$ cat src/sv/ir_proximity_ambient_cancel_sequencer_core_assert.svh
// assertion macros for the ir proximity ambient cancel sequencer
`ifndef IR_PROXIMITY_AMBIENT_CANCEL_SEQUENCER_CORE_ASSERT_SVH
`define IR_PROXIMITY_AMBIENT_CANCEL_SEQUENCER_CORE_ASSERT_SVH
`ifndef SYNTHESIS
`define IPAC_ASSERT(name, clk, rst, prop, msg) \
   name: assert property (@(posedge clk) disable iff (rst) prop) else $error(msg);
`define IPAC_ASSERT_ALWAYS(name, clk, prop, msg) \
   name: assert property (@(posedge clk) prop) else $error(msg);
`else
`define IPAC_ASSERT(name, clk, rst, prop, msg)
`define IPAC_ASSERT_ALWAYS(name, clk, prop, msg)
`endif
`endif

$ cat src/sv/ipac_pkg.sv
// shared types and constants for the ir proximity ambient cancel sequencer
`timescale 1ns / 1ps
package ipac_pkg;

   localparam int CYCLE_LEN_DEFAULT = 80;
   localparam int CHANNELS_DEFAULT  = 8;

   localparam logic [11:0] ADC_FULL        = 12'd4095;
   localparam int          NOISE_LIMIT     = 2000;
   localparam logic [11:0] AMB_OFF_RESET   = 12'd30;
   localparam logic [11:0] REFL_OFF_RESET  = 12'd5;
   localparam logic [11:0] NOISE_OFF_RESET = 12'd15;

   typedef enum logic [1:0] {
      OP_TICK   = 2'd0,
      OP_SAMPLE = 2'd1,
      OP_READ   = 2'd2,
      OP_NONE   = 2'd3
   } op_type;

   typedef enum logic [1:0] {
      MODE_PASSIVE = 2'd0,
      MODE_PULSE   = 2'd1,
      MODE_EMIT    = 2'd2,
      MODE_NOISE   = 2'd3
   } sense_type;

   typedef enum logic [1:0] {
      ARM_NONE    = 2'd0,
      ARM_AMBIENT = 2'd1,
      ARM_MIXED   = 2'd2
   } arm_type;

   typedef enum logic [1:0] {
      RD_AMBIENT    = 2'd0,
      RD_REFLECTION = 2'd1,
      RD_NOISE      = 2'd2
   } read_kind_type;

   typedef enum logic [2:0] {
      CSR_ENABLE      = 3'd0,
      CSR_SENSE_MODE  = 3'd1,
      CSR_AMB_OFFSET  = 3'd2,
      CSR_REFL_OFFSET = 3'd3,
      CSR_NOISE_OFFSET = 3'd4
   } csr_index_type;

   typedef struct packed {
      logic [1:0]  mode;
      logic [2:0]  channel;
      logic [11:0] sample;
      logic [1:0]  read_kind;
   } req_type;

   typedef struct packed {
      logic        emitter_on;
      logic [1:0]  capture_armed;
      logic        cycle_trigger;
      logic [11:0] read_value;
      logic [15:0] cycle_count;
   } rsp_type;

   // decoded item handed from front to back
   typedef struct packed {
      op_type      op;
      logic [2:0]  idx;
      logic        store_ok;
      logic        last_ch;
      logic [11:0] value;
      logic [1:0]  read_kind;
   } cmd_type;

   typedef struct packed {
      logic        enable;
      sense_type   sensing_mode;
      logic [11:0] ambient_offset;
      logic [11:0] reflection_offset;
      logic [11:0] noise_offset;
   } cfg_type;

endpackage

$ cat src/sv/ipac_queue.sv
// two-entry queue between pipeline parts
`timescale 1ns / 1ps
module ipac_queue #(
   parameter type entry_type = logic
) (
   input  logic      clock,
   input  logic      reset,
   input  logic      push,
   input  entry_type push_data,
   output logic      full,
   input  logic      pop,
   output entry_type pop_data,
   output logic      empty
);

   entry_type  mem_ff [2];
   logic       wr_ptr_ff;
   logic       wr_ptr_in;
   logic       rd_ptr_ff;
   logic       rd_ptr_in;
   logic [1:0] count_ff;
   logic [1:0] count_in;
   logic       do_push;
   logic       do_pop;

   assign full     = (count_ff == 2'd2);
   assign empty    = (count_ff == 2'd0);
   assign do_push  = push && !full;
   assign do_pop   = pop && !empty;
   assign pop_data = mem_ff[rd_ptr_ff];

   always_comb begin
      wr_ptr_in = do_push ? !wr_ptr_ff : wr_ptr_ff;
      rd_ptr_in = do_pop ? !rd_ptr_ff : rd_ptr_ff;
      count_in  = count_ff;
      if (do_push && !do_pop) begin
         count_in = count_ff + 2'd1;
      end else if (do_pop && !do_push) begin
         count_in = count_ff - 2'd1;
      end
   end

   always_ff @(posedge clock) begin
      if (reset) begin
         wr_ptr_ff <= 1'b0;
         rd_ptr_ff <= 1'b0;
         count_ff  <= 2'd0;
      end else begin
         wr_ptr_ff <= wr_ptr_in;
         rd_ptr_ff <= rd_ptr_in;
         count_ff  <= count_in;
      end
   end

   always_ff @(posedge clock) begin
      if (do_push) begin
         mem_ff[wr_ptr_ff] <= push_data;
      end
   end

endmodule

$ cat src/sv/ipac_front.sv
// front part: classifies incoming items into commands for the back part
`timescale 1ns / 1ps
module ipac_front #(
   parameter int CHANNELS = ipac_pkg::CHANNELS_DEFAULT
) (
   input  ipac_pkg::req_type req,
   output ipac_pkg::cmd_type cmd
);

   logic [4:0] ch_ext;
   logic [4:0] rem;

   assign ch_ext = {2'b00, req.channel};

   // channel modulo the store depth, by repeated subtraction
   always_comb begin
      rem = ch_ext;
      for (int k = 0; k < 8; k++) begin
         if (rem >= 5'(CHANNELS)) begin
            rem = rem - 5'(CHANNELS);
         end
      end
   end

   always_comb begin
      cmd.op        = ipac_pkg::op_type'(req.mode);
      cmd.idx       = rem[2:0];
      cmd.store_ok  = (ch_ext < 5'(CHANNELS));
      cmd.last_ch   = ((ch_ext + 5'd1) >= 5'(CHANNELS));
      cmd.value     = ipac_pkg::ADC_FULL - req.sample;
      cmd.read_kind = req.read_kind;
   end

endmodule

$ cat src/sv/ipac_back.sv
// back part: sequencer state, light stores and read arithmetic
`timescale 1ns / 1ps
`include "ir_proximity_ambient_cancel_sequencer_core_assert.svh"
module ipac_back #(
   parameter int CYCLE_LEN = ipac_pkg::CYCLE_LEN_DEFAULT,
   parameter int CHANNELS  = ipac_pkg::CHANNELS_DEFAULT
) (
   input  logic              clock,
   input  logic              reset,
   input  ipac_pkg::cfg_type cfg,
   input  ipac_pkg::cmd_type cmd,
   input  logic              cmd_empty,
   output logic              cmd_pop,
   input  logic              rsp_full,
   output logic              rsp_push,
   output ipac_pkg::rsp_type rsp
);

   localparam int PhaseW  = $clog2(CYCLE_LEN);
   localparam int ChIdxW  = (CHANNELS > 1) ? $clog2(CHANNELS) : 1;

   logic [PhaseW-1:0] phase_ff;
   logic [PhaseW-1:0] phase_in;
   logic [15:0]       cycles_ff;
   logic [15:0]       cycles_in;
   logic              emitter_ff;
   logic              emitter_in;
   ipac_pkg::arm_type armed_ff;
   ipac_pkg::arm_type armed_in;
   logic              was_en_ff;
   logic [11:0]       amb_ff [CHANNELS];
   logic [11:0]       mix_ff [CHANNELS];

   logic              exec;
   logic              rise;
   logic              fall;
   logic [PhaseW-1:0] ph0;
   logic              em0;
   ipac_pkg::arm_type arm0;
   logic [4:0]        idx_ext;
   logic [ChIdxW-1:0] idx;
   logic [11:0]       amb_rd;
   logic [11:0]       mix_rd;
   logic signed [14:0] amb_d;
   logic signed [14:0] refl_d;
   logic signed [14:0] noise_d;
   logic              trig;
   logic [11:0]       read_val;
   logic              amb_we;
   logic              mix_we;
   logic              emit_mode;

   function automatic logic [11:0] clamp12(input logic signed [14:0] v);
      logic [11:0] r;
      if (v < 15'sd0) begin
         r = 12'd0;
      end else if (v > $signed({3'b000, ipac_pkg::ADC_FULL})) begin
         r = ipac_pkg::ADC_FULL;
      end else begin
         r = v[11:0];
      end
      return r;
   endfunction

   assign exec     = !cmd_empty && !rsp_full;
   assign cmd_pop  = exec;
   assign rsp_push = exec;

   // enable edges are seen at the start of each item
   assign rise      = cfg.enable && !was_en_ff;
   assign fall      = !cfg.enable && was_en_ff;
   assign emit_mode = (cfg.sensing_mode == ipac_pkg::MODE_EMIT);
   assign ph0       = (rise || fall) ? '0 : phase_ff;
   assign em0       = fall ? 1'b0 : ((rise && emit_mode) ? 1'b1 : emitter_ff);
   assign arm0      = fall ? ipac_pkg::ARM_NONE : armed_ff;

   assign idx_ext = {2'b00, cmd.idx};
   assign idx     = idx_ext[ChIdxW-1:0];
   assign amb_rd  = fall ? 12'd0 : amb_ff[idx];
   assign mix_rd  = fall ? 12'd0 : mix_ff[idx];

   assign amb_d   = $signed({3'b000, amb_rd}) - $signed({3'b000, cfg.ambient_offset});
   assign refl_d  = $signed({3'b000, mix_rd}) - $signed({3'b000, amb_rd})
                    - $signed({3'b000, cfg.reflection_offset});
   assign noise_d = 15'sd0 - $signed({3'b000, cfg.noise_offset}) - refl_d;

   always_comb begin
      phase_in   = ph0;
      emitter_in = em0;
      armed_in   = arm0;
      cycles_in  = cycles_ff;
      trig       = 1'b0;
      read_val   = 12'd0;
      amb_we     = 1'b0;
      mix_we     = 1'b0;
      case (cmd.op)
         ipac_pkg::OP_TICK: begin
            if (cfg.enable) begin
               if (ph0 < PhaseW'(4) && cfg.sensing_mode != ipac_pkg::MODE_NOISE) begin
                  case (ph0[1:0])
                     2'd0: begin
                        armed_in = emit_mode ? ipac_pkg::ARM_MIXED : ipac_pkg::ARM_AMBIENT;
                     end
                     2'd1: begin
                        emitter_in = !emit_mode;
                     end
                     2'd2: begin
                        armed_in = emit_mode ? ipac_pkg::ARM_AMBIENT : ipac_pkg::ARM_MIXED;
                     end
                     default: begin
                        cycles_in = cycles_ff + 16'd1;
                        trig      = 1'b1;
                     end
                  endcase
               end
               phase_in = (ph0 == PhaseW'(CYCLE_LEN - 1)) ? '0 : ph0 + PhaseW'(1);
            end
         end
         ipac_pkg::OP_SAMPLE: begin
            if (arm0 != ipac_pkg::ARM_NONE) begin
               if (cmd.store_ok) begin
                  amb_we = (arm0 == ipac_pkg::ARM_AMBIENT);
                  mix_we = (arm0 != ipac_pkg::ARM_AMBIENT);
               end
               // last channel closes the capture
               if (cmd.last_ch) begin
                  if (emit_mode) begin
                     if (arm0 == ipac_pkg::ARM_AMBIENT) begin
                        emitter_in = 1'b1;
                     end
                  end else if (cfg.sensing_mode != ipac_pkg::MODE_NOISE) begin
                     if (arm0 == ipac_pkg::ARM_MIXED) begin
                        emitter_in = 1'b0;
                     end
                  end
                  armed_in = ipac_pkg::ARM_NONE;
               end
            end
         end
         ipac_pkg::OP_READ: begin
            case (cmd.read_kind)
               ipac_pkg::RD_AMBIENT:    read_val = clamp12(amb_d);
               ipac_pkg::RD_REFLECTION: read_val = clamp12(refl_d);
               ipac_pkg::RD_NOISE: begin
                  read_val = (refl_d > 15'(ipac_pkg::NOISE_LIMIT)) ? 12'd0 : clamp12(noise_d);
               end
               default: read_val = 12'd0;
            endcase
         end
         default: ;
      endcase
   end

   always_comb begin
      rsp.emitter_on    = emitter_in;
      rsp.capture_armed = armed_in;
      rsp.cycle_trigger = trig;
      rsp.read_value    = read_val;
      rsp.cycle_count   = cycles_in;
   end

   always_ff @(posedge clock) begin
      if (reset) begin
         phase_ff   <= '0;
         cycles_ff  <= 16'd0;
         emitter_ff <= 1'b0;
         armed_ff   <= ipac_pkg::ARM_NONE;
         was_en_ff  <= 1'b0;
      end else if (exec) begin
         phase_ff   <= phase_in;
         cycles_ff  <= cycles_in;
         emitter_ff <= emitter_in;
         armed_ff   <= armed_in;
         was_en_ff  <= cfg.enable;
      end
   end

   always_ff @(posedge clock) begin
      if (reset || (exec && fall)) begin
         for (int k = 0; k < CHANNELS; k++) begin
            amb_ff[k] <= 12'd0;
            mix_ff[k] <= 12'd0;
         end
      end else if (exec) begin
         if (amb_we) begin
            amb_ff[idx] <= cmd.value;
         end
         if (mix_we) begin
            mix_ff[idx] <= cmd.value;
         end
      end
   end

   `IPAC_ASSERT(trig_at_phase_three, clock, reset, exec && trig |-> cfg.enable && ph0 == PhaseW'(3), "cycle trigger outside phase three")
   `IPAC_ASSERT(count_only_on_trig, clock, reset, !(exec && trig) |=> $stable(cycles_ff), "cycle count moved without a trigger")
   `IPAC_ASSERT(fall_quiets_emitter, clock, reset, exec && fall |=> !emitter_ff && armed_ff == ipac_pkg::ARM_NONE, "disable left emitter or capture active")
   `IPAC_ASSERT_ALWAYS(reset_state_clear, clock, reset |=> !emitter_ff && cycles_ff == 16'd0 && phase_ff == '0, "state not cleared by reset")

endmodule

$ cat src/sv/ir_proximity_ambient_cancel_sequencer_core.sv
// top level of the ir proximity ambient cancel sequencer
//
//   channel   ports                                      transfer when
//   request   push, full, req_data                       push && !full
//   response  pop, empty, rsp_data                       pop && !empty
//   config    csr_valid, csr_ready, csr_index, csr_wdata csr_valid && csr_ready
//
// one item per cycle sustained while the response queue is not full; an item reaches
// the response queue through a two-entry command queue and the single back stage
// back stage stalls only when the two-entry response queue is full; full then follows
// synchronous active-high reset clears queues, sequencer state and both light stores
// csr_ready is always high
`timescale 1ns / 1ps
module ir_proximity_ambient_cancel_sequencer_core #(
   parameter int CYCLE_LEN = ipac_pkg::CYCLE_LEN_DEFAULT,
   parameter int CHANNELS  = ipac_pkg::CHANNELS_DEFAULT
) (
   input  logic              clock,
   input  logic              reset,
   input  logic              push,
   output logic              full,
   input  ipac_pkg::req_type req_data,
   input  logic              pop,
   output logic              empty,
   output ipac_pkg::rsp_type rsp_data,
   input  logic              csr_valid,
   output logic              csr_ready,
   input  logic [2:0]        csr_index,
   input  logic [11:0]       csr_wdata
);

   ipac_pkg::cfg_type cfg_ff;
   ipac_pkg::cfg_type cfg_in;
   ipac_pkg::cmd_type front_cmd;
   ipac_pkg::cmd_type back_cmd;
   ipac_pkg::rsp_type back_rsp;
   logic              cmd_empty;
   logic              cmd_pop;
   logic              rsp_full;
   logic              rsp_push;
   logic              csr_write;

   assign csr_ready = 1'b1;
   assign csr_write = csr_valid && csr_ready;

   always_comb begin
      cfg_in = cfg_ff;
      if (csr_write) begin
         case (ipac_pkg::csr_index_type'(csr_index))
            ipac_pkg::CSR_ENABLE:       cfg_in.enable            = csr_wdata[0];
            ipac_pkg::CSR_SENSE_MODE:
               cfg_in.sensing_mode = ipac_pkg::sense_type'(csr_wdata[1:0]);
            ipac_pkg::CSR_AMB_OFFSET:   cfg_in.ambient_offset    = csr_wdata;
            ipac_pkg::CSR_REFL_OFFSET:  cfg_in.reflection_offset = csr_wdata;
            ipac_pkg::CSR_NOISE_OFFSET: cfg_in.noise_offset      = csr_wdata;
            default: ;
         endcase
      end
   end

   always_ff @(posedge clock) begin
      if (reset) begin
         cfg_ff.enable            <= 1'b0;
         cfg_ff.sensing_mode      <= ipac_pkg::MODE_PULSE;
         cfg_ff.ambient_offset    <= ipac_pkg::AMB_OFF_RESET;
         cfg_ff.reflection_offset <= ipac_pkg::REFL_OFF_RESET;
         cfg_ff.noise_offset      <= ipac_pkg::NOISE_OFF_RESET;
      end else begin
         cfg_ff <= cfg_in;
      end
   end

   ipac_front #(
      .CHANNELS (CHANNELS)
   ) u_front (
      .req (req_data),
      .cmd (front_cmd)
   );

   ipac_queue #(
      .entry_type (ipac_pkg::cmd_type)
   ) u_cmd_queue (
      .clock     (clock),
      .reset     (reset),
      .push      (push),
      .push_data (front_cmd),
      .full      (full),
      .pop       (cmd_pop),
      .pop_data  (back_cmd),
      .empty     (cmd_empty)
   );

   ipac_back #(
      .CYCLE_LEN (CYCLE_LEN),
      .CHANNELS  (CHANNELS)
   ) u_back (
      .clock     (clock),
      .reset     (reset),
      .cfg       (cfg_ff),
      .cmd       (back_cmd),
      .cmd_empty (cmd_empty),
      .cmd_pop   (cmd_pop),
      .rsp_full  (rsp_full),
      .rsp_push  (rsp_push),
      .rsp       (back_rsp)
   );

   ipac_queue #(
      .entry_type (ipac_pkg::rsp_type)
   ) u_rsp_queue (
      .clock     (clock),
      .reset     (reset),
      .push      (rsp_push),
      .push_data (back_rsp),
      .full      (rsp_full),
      .pop       (pop),
      .pop_data  (rsp_data),
      .empty     (empty)
   );

endmodule

$ cat config.mk
export PLATFORM = sky130hd
export DESIGN_NAME = ir_proximity_ambient_cancel_sequencer_core
export DESIGN_NICKNAME = d
export VERILOG_FILES = /design/src/sv/ipac_pkg.sv /design/src/sv/ipac_queue.sv /design/src/sv/ipac_front.sv /design/src/sv/ipac_back.sv /design/src/sv/ir_proximity_ambient_cancel_sequencer_core.sv
export VERILOG_INCLUDE_DIRS = /design/src /design/src/sv
export SDC_FILE = /design/constraint.sdc
export NUM_CORES = 1
export LEC_CHECK = 0
export BUFFER_PORTS_ARGS = -buffer_cell sky130_fd_sc_hd__buf_2
export CAP_MARGIN = 20
export CELL_PAD_IN_SITES_DETAIL_PLACEMENT = 1
export CELL_PAD_IN_SITES_GLOBAL_PLACEMENT = 2
export CORE_MARGIN = 1.5
export CORE_UTILIZATION = 44
export DETAILED_ROUTE_END_ITERATION = 7
export PLACE_DENSITY = 0.88
export SYNTH_ARGS = -nofsm -noshare
export SYNTH_HDL_FRONTEND = slang
export SYNTH_SLANG_ARGS = --single-unit
$ cat constraint.sdc
create_clock -name clock -period 24 [get_ports clock]
set_clock_uncertainty 0.1 [all_clocks]
set_input_delay 2.4 -clock clock [delete_from_list [all_inputs] [get_ports clock]]
set_output_delay 2.4 -clock clock [all_outputs]
set_load 0.02 [all_outputs]
==> results_dict.tcl, run 1 <==
set metrics [dict create \
    clock_insertion_delay_worst_skew_ns 0.58 \
    hold_ws_ns 0.354 \
    horizontal_die_dimension_um 208 \
    timing.setup.critical_path_class "reg -> reg" \
    dr.first_iter.drc_count 1019 \
    die_footprint_mm2 0.0434 \
    crit-reg2reg-capture "u_rsp_queue.mem_ff[0][26]" \
    worst-r2r-setup-slack_ns 14.68 \
    min_period_over_period 0.388 \
    core_mm2 0.0418 \
    numClockSinks 372 \
    worst_slew_pin_slew_ns 1.07 \
    drv.max_cap_violation_count 0 \
    timing.final.hold_violations 0 \
    worst-endpoint-required_ns 24.17 \
    firstDrtPassIters 5 \
    grt_antenna_before_repair 1 \
    synth_async_sr_flop_share 0 \
    synth_cell_types 76 \
    synthCells 1820 \
    cts_tree "done" \
    buffers_inserted_during_post_cts_setup_optimization 0 \
    io_buffers 72 \
    tightest_slew_margin_relative_to_the_limit 0.267 \
    postSynthNetCount 1923 \
    clockRootBuffer "sky130_fd_sc_hd__clkbuf_16" \
    timing.critical_path.arrival_ns 9.49 \
    post_synth_instance_area_mm2 0.0185 \
    first_pass_grt_wire_length_um 86100 \
    fp-row-count 75 \
    globalRouteOverflowTotal 0 \
    postSynthAreaPerCell_um2 10.2 \
    fmaxAchievable_ghz 0.107 \
    final-setup-viol-count 0 \
    cts.hold.buffers_added 0 \
    die_height_um 208 \
    ys_dominant_reg_cell "sky130_fd_sc_hd__edfxtp_1" \
    synthToLayoutAreaGrowth_pct 12.7 \
    clock_tree.buffer_depth 3 \
    final.fill_count 4621 \
    holdCritStartpoint "cfg_ff[16]" \
    post_drt_via_cell_ratio 5.73 \
    n_antenna_cell 0 \
    report.final.slew_viol_count 0 \
    post_route_cells_drive_above_1_share 0.107 \
    dp_hpwl_um 38500 \
    drc_errors 0 \
    drt.antenna.violating_nets 0 \
    flip_flop_and_latch_count_after_synthesis 372 \
    finish.net_count 1974 \
    cp_slowest_cell "sky130_fd_sc_hd__dfxtp_2" \
    vias 14000 \
    timing.hold.worst_path_depth 2 \
    io-pin-count 74 \
    worstSetupEndpointType "flop" \
    number_of_flops_mapped_to_enable_cells_by_yosys 296 \
    gp_congestion 0.867 \
    r2r_cells 30 \
    drt-wirelength-per-cell_um 22.9 \
    grt_usage 0.259 \
    cts_h_tree_lvls 2 \
    largest_net_degree_at_the_start_of_global_routing 78 \
    yosys_warnings 0 \
    cts_buffers 42 \
    start_util 0.444 \
    final_period_minus_worst_setup_slack_ns 9.32 \
    critical_path.max_stage_delay_ns 0.94 \
    hold-path-endpoint "cfg_ff[16]" \
    status "completed" \
    timing.critical_path.fanout_max 40 \
    final.setup.tns_ns 0 \
    seq_area_frac_synth 0.562 \
    postCtsResizedCells 0 \
    vias_in_the_first_global_route 14800 \
    finalWirelength_um 55900 \
    rsz0062_at_grt "no" \
    min-delay-path-class "reg -> reg" \
    clk_pin_slew_worst_paths_ns 0.06 \
    startpoint_type "flop" \
]
-- flip-flops by register name (all words and copies together) (netlist names), 2 cells and up, named ones only --
signal,cells
u_back.amb_ff,96
u_cmd_queue.mem_ff,40
u_back.armed_ff,2
u_rsp_queue.mem_ff,64
u_back.cycles_ff,16
u_back.phase_ff,7
u_cmd_queue.count_ff,2
u_back.mix_ff,96
cfg_ff,39
u_rsp_queue.count_ff,2
-- routing by layer --
layer | part of all wire | vias to the layer above | GRT usage
met5 | 0.00023 | - | 0
met2 | 0.50 | 366 | 0.448
met4 | 0.038 | 2 | 0.107
met1 | 0.41 | 6997 | 0.320
li1 | - | 6518 | -
met3 | 0.054 | 118 | 0.0445
-- cells in the mapped netlist (18+ instances only) --
cell type	instances	area (µm²)
sky130_fd_sc_hd__o21ai_1	18	90.1
sky130_fd_sc_hd__ha_1	60	751
sky130_fd_sc_hd__xnor2_1	36	315
sky130_fd_sc_hd__nor2_1	339	1270
sky130_fd_sc_hd__o21ai_0	42	210
sky130_fd_sc_hd__edfxtp_1	296	8890
sky130_fd_sc_hd__nand3_1	31	155
sky130_fd_sc_hd__dfxtp_1	76	1520
sky130_fd_sc_hd__a31oi_1	41	257
sky130_fd_sc_hd__o22ai_1	37	231
sky130_fd_sc_hd__mux2i_1	23	230
sky130_fd_sc_hd__mux2_1	31	349
sky130_fd_sc_hd__nand2_1	244	916
sky130_fd_sc_hd__inv_1	84	315
sky130_fd_sc_hd__nor3_1	31	155
sky130_fd_sc_hd__clkbuf_1	76	285
sky130_fd_sc_hd__xor2_1	44	385
sky130_fd_sc_hd__a21oi_1	90	450
-- metrics by stage --
| stage | instances | instance area, µm² | utilization | setup slack [ns] |
|---|---|---|---|---|
| 3_3_place_gp | 2364 | 19400 | 0.466 | 15.03 |
| 6_report | 2444 | 20900 | 0.500 | 14.68 |
| 4_1_cts | 2442 | 20900 | 0.500 | 14.70 |
| 5_1_grt | 2444 | 20900 | 0.500 | 13.96 |
| 3_5_place_dp | 2364 | 19400 | 0.466 | 14.69 |
| 2_1_floorplan | 1820 | 18500 | - | 16.42 |
-- layout make-up --
| class | count | area, µm² | area share |
|---|---|---|---|
| multi-input cells | 1269 | 7470 | 0.357 |
| flip-flops and latches | 372 | 10400 | 0.498 |
| inverters | 84 | 315 | 0.0151 |
| clock inverters | 25 | 265 | 0.0127 |
| repair buffers | 102 | 593 | 0.0284 |
| clock buffers | 53 | 1160 | 0.0557 |
| well taps | 539 | 674 | 0.0323 |
-- critical path: cells and delay by family, from the launching register on --
| kind | cells | cell delay [ns] |
|---|---|---|
| compound gates | 13 | 3.14 |
| simple gates | 10 | 1.98 |
| mux | 2 | 1.19 |
| fa+ha+maj | 3 | 1.05 |
| flops | 1 | 0.94 |
| buf+inv | 1 | 0.28 |
| xor+xnor | 1 | 0.28 |
-- logic make-up (layout without fill, tap and decap cells) --
| logic type | count (synthesis) | after routing | share of synthesized area |
|---|---|---|---|
| AND/OR/NAND/NOR | 742 | 742 | 0.171 |
| flip-flops | 372 | 372 | 0.562 |
| AO/OA/AOI/OAI | 319 | 319 | 0.109 |
| buffers and inverters | 179 | 264 | 0.0377 |
| XOR/XNOR | 81 | 81 | 0.0390 |
| adder cells (fa/ha/maj) | 64 | 64 | 0.0448 |
| multiplexers | 62 | 62 | 0.0363 |
| other | 1 | 1 | 0.000202 |
-- layout by cell type, fill, tap and decap left out, types with 12 or more instances in the layout --
master / instances
sky130_fd_sc_hd__a21oi_1: 90
sky130_fd_sc_hd__buf_4: 28
sky130_fd_sc_hd__nor2_1: 337
sky130_fd_sc_hd__o21ai_1: 18
sky130_fd_sc_hd__xnor2_1: 36
sky130_fd_sc_hd__inv_1: 84
sky130_fd_sc_hd__clkinv_2: 12
sky130_fd_sc_hd__and3_1: 15
sky130_fd_sc_hd__nand3_1: 31
sky130_fd_sc_hd__xor2_1: 44
sky130_fd_sc_hd__a31oi_1: 41
sky130_fd_sc_hd__buf_2: 72
sky130_fd_sc_hd__edfxtp_1: 296
sky130_fd_sc_hd__o22ai_1: 36
sky130_fd_sc_hd__clkbuf_16: 43
sky130_fd_sc_hd__nand2_1: 244
sky130_fd_sc_hd__mux2_1: 31
sky130_fd_sc_hd__mux2i_1: 20
sky130_fd_sc_hd__dfxtp_1: 75
sky130_fd_sc_hd__o21ai_0: 42
sky130_fd_sc_hd__ha_1: 60
sky130_fd_sc_hd__nor3_1: 31
-- worst max path at each step --
stage | from | endpoint | slack (ns) | cells past startpoint
after CTS | flop | u_rsp_queue.mem_ff[0][26] | 14.70 | 30
after global placement | flop | u_rsp_queue.mem_ff[0][26] | 15.03 | 30
after floorplan | flop | u_rsp_queue.mem_ff[0][18] | 16.42 | 35
after detailed placement | flop | u_rsp_queue.mem_ff[0][26] | 14.69 | 30
final | flop | u_rsp_queue.mem_ff[0][26] | 14.68 | 30
after global routing | flop | u_rsp_queue.mem_ff[1][19] | 13.96 | 31
Power of run 1 is not shown: default switching activity piles up to over one toggle a cycle in this logic, so the estimate is an artifact.
==> run 2, diff against run 1 <==
Settings changed: ABC_AREA set to 1, CORE_UTILIZATION 44 to 37, PLACE_DENSITY 0.88 to 0.79.
Clock period 24 ns to 7.5 ns, I/O delays scaled along.
==> results_dict.tcl, run 2 <==
set metrics [dict create \
    status "completed" \
    fmaxAchievable_ghz 0.144 \
    start_util 0.374 \
    final.fill_count 5537 \
    cp_common_cell "sky130_fd_sc_hd__nand2_1" \
    number_of_flops_mapped_to_enable_cells_by_yosys 296 \
    timing.final.hold_violations 0 \
    postSynthNetCount 1915 \
    largest_net_degree_at_the_start_of_global_routing 56 \
    synth.mux.area_fraction 0.0279 \
    cts_h_tree_lvls 2 \
    die_height_um 225 \
    clock_tree.buffer_depth 3 \
    min_period_over_period 0.925 \
    cts_buffers 41 \
    synth_top_cell_area_share 0.486 \
    tightest_slew_margin_relative_to_the_limit 0.336 \
    drt.antenna.violating_nets 0 \
    timing.critical_path.fanout_max 24 \
    min-delay-path-class "in -> reg" \
    yosys-top-cells-area "sky130_fd_sc_hd__edfxtp_1 49%, sky130_fd_sc_hd__dfxtp_1 8.3%, sky130_fd_sc_hd__nor2_1 5.7%, sky130_fd_sc_hd__ha_1 4.1%, sky130_fd_sc_hd__nand2_1 3.9%" \
    crit_family "simple AND/OR/NAND/NOR gates" \
    postSynthAreaPerCell_um2 10.1 \
    drv.max_cap_violation_count 0 \
    worstSetupEndpointType "flop" \
    critical_path.max_stage_delay_ns 0.41 \
    multi_input_comb_area_mm2 0.00678 \
    vias 13300 \
    timing.setup.critical_path_class "reg -> reg" \
    post-place-ws_ns 0.176 \
    worst-path-buf-inv 7 \
    clock_insertion_delay_worst_skew_ns 0.58 \
    synthCells 1812 \
    layout.area.seq_mm2 0.0104 \
    ys_dominant_reg_cell "sky130_fd_sc_hd__edfxtp_1" \
    synth_simple_gate_area_share 0.150 \
    cts_tree "done" \
    worst_slack_ns 0.563 \
    startpoint_type "flop" \
    worst-endpoint-required_ns 7.78 \
    flip_flop_and_latch_count_after_synthesis 372 \
    worst_slew_pin_slew_ns 0.993 \
    final-setup-viol-count 0 \
    dpl-instance-area_mm2 0.0195 \
    layout.cells.most_common_list "296 x sky130_fd_sc_hd__edfxtp_1, 276 x sky130_fd_sc_hd__nor2_1, 191 x sky130_fd_sc_hd__nand2_1" \
    gp_congestion 0.864 \
    horizontal_die_dimension_um 225 \
    io_buffers 72 \
    synth_top_family_by_area "simple AND/OR/NAND/NOR gates" \
    post_synth_instance_area_mm2 0.0183 \
    drc_errors 0 \
    compound_cell_area_share_of_the_yosys_netlist 0.118 \
    yosys_warnings 0 \
    dr.first_iter.drc_count 929 \
    n_antenna_cell 0 \
    grt_antenna_before_repair 0 \
    finish.net_count 1995 \
    yosysTopAreaCell "sky130_fd_sc_hd__edfxtp_1" \
    final_period_minus_worst_setup_slack_ns 6.94 \
    synthToLayoutAreaGrowth_pct 14.2 \
    io-pin-count 74 \
    cp_slowest_cell "sky130_fd_sc_hd__fa_1" \
    stdcell_area_mm2 0.0209 \
    finalWirelength_um 50600 \
    grt_usage 0.204 \
    synth_adder_area_share 0.0454 \
    layout.cells.most_common "sky130_fd_sc_hd__edfxtp_1" \
    fp-row-count 81 \
    numClockSinks 372 \
    synth_async_sr_flop_share 0 \
    report.final.slew_viol_count 0 \
    synthMostInstantiatedCell "sky130_fd_sc_hd__edfxtp_1" \
    first_pass_grt_wire_length_um 79100 \
    post_drt_via_cell_ratio 5.15 \
    yosys-top-cells-count "296 x sky130_fd_sc_hd__edfxtp_1, 280 x sky130_fd_sc_hd__nor2_1, 191 x sky130_fd_sc_hd__nand2_1, 187 x sky130_fd_sc_hd__inv_1, 120 x sky130_fd_sc_hd__a21oi_1" \
    drt-wirelength-per-cell_um 19.6 \
    reg.largest.list "u_back.amb_ff x96, u_back.mix_ff x96, u_rsp_queue.mem_ff x64" \
    vias_in_the_first_global_route 14000 \
    timing.critical_path.arrival_ns 7.22 \
    synth_cell_types 58 \
    dp_hpwl_um 36800 \
    clk_pin_slew_worst_paths_ns 0.06 \
    firstDrtPassIters 4 \
    clockRootBuffer "sky130_fd_sc_hd__clkbuf_16" \
    post_route_cells_drive_above_1_share 0.161 \
    synth_xor_xnor_area_share 0.0264 \
    die_footprint_mm2 0.0507 \
    globalRouteOverflowTotal 0 \
    seq_area_frac_synth 0.569 \
    core_mm2 0.0488 \
]
run 2: metrics by stage:
step            util  setup TNS (ns)  cells  hold slack (ns)
2_1_floorplan      -               0   1812            0.326
3_3_place_gp   0.398               0   2506            0.337
3_5_place_dp   0.398               0   2507            0.349
4_1_cts        0.425               0   2579            0.237
5_1_grt        0.427         -0.0304   2585            0.245
6_report       0.427               0   2585            0.269
run 2: cells by family after synthesis:
family	Yosys count
flops	372
mux	47
other cells	1
xor+xnor	55
simple gates	618
compound gates	358
buf+inv	297
fa+ha+maj	64
run 2: path summary, 6_finish.rpt:
| check | start | to | slack, ns | cells past startpoint |
|---|---|---|---|---|
| setup / recovery | flop | u_rsp_queue.mem_ff[1][16] | 0.56 | 42 |
| hold / removal | req_data[17] | u_cmd_queue.mem_ff[1][19] | 0.27 | 1 |
| setup reg to reg | flop | u_rsp_queue.mem_ff[1][16] | 0.56 | 42 |
| hold reg to reg | u_cmd_queue.rd_ptr_ff | u_cmd_queue.rd_ptr_ff | 0.36 | 1 |
run 2: final cells by class:
cell class / instances / area share
inverters: 219 / 0.0399
clock buffers: 44 / 0.0507
multi-input cells: 1143 / 0.325
repair buffers: 115 / 0.0337
clock inverters: 28 / 0.0119
well taps: 664 / 0.0398
flip-flops and latches: 372 / 0.499
run 2: routing by layer:
metal  vias up  track usage  routed length [µm]
li1       6454            -                   -
met2       251        0.349               25000
met4         0       0.0743                1650
met5         -            0                   0
met1      6530        0.260               22100
met3        78       0.0304                1880
run 2: what timing repair did:
action / CTS / global route
gates resized for setup: 0 / 15
hold buffers: 0 / 0
buffers inserted: 0 / 6
setup endpoints to repair: 0 / 24
Power of run 2 is left out for the same reason.
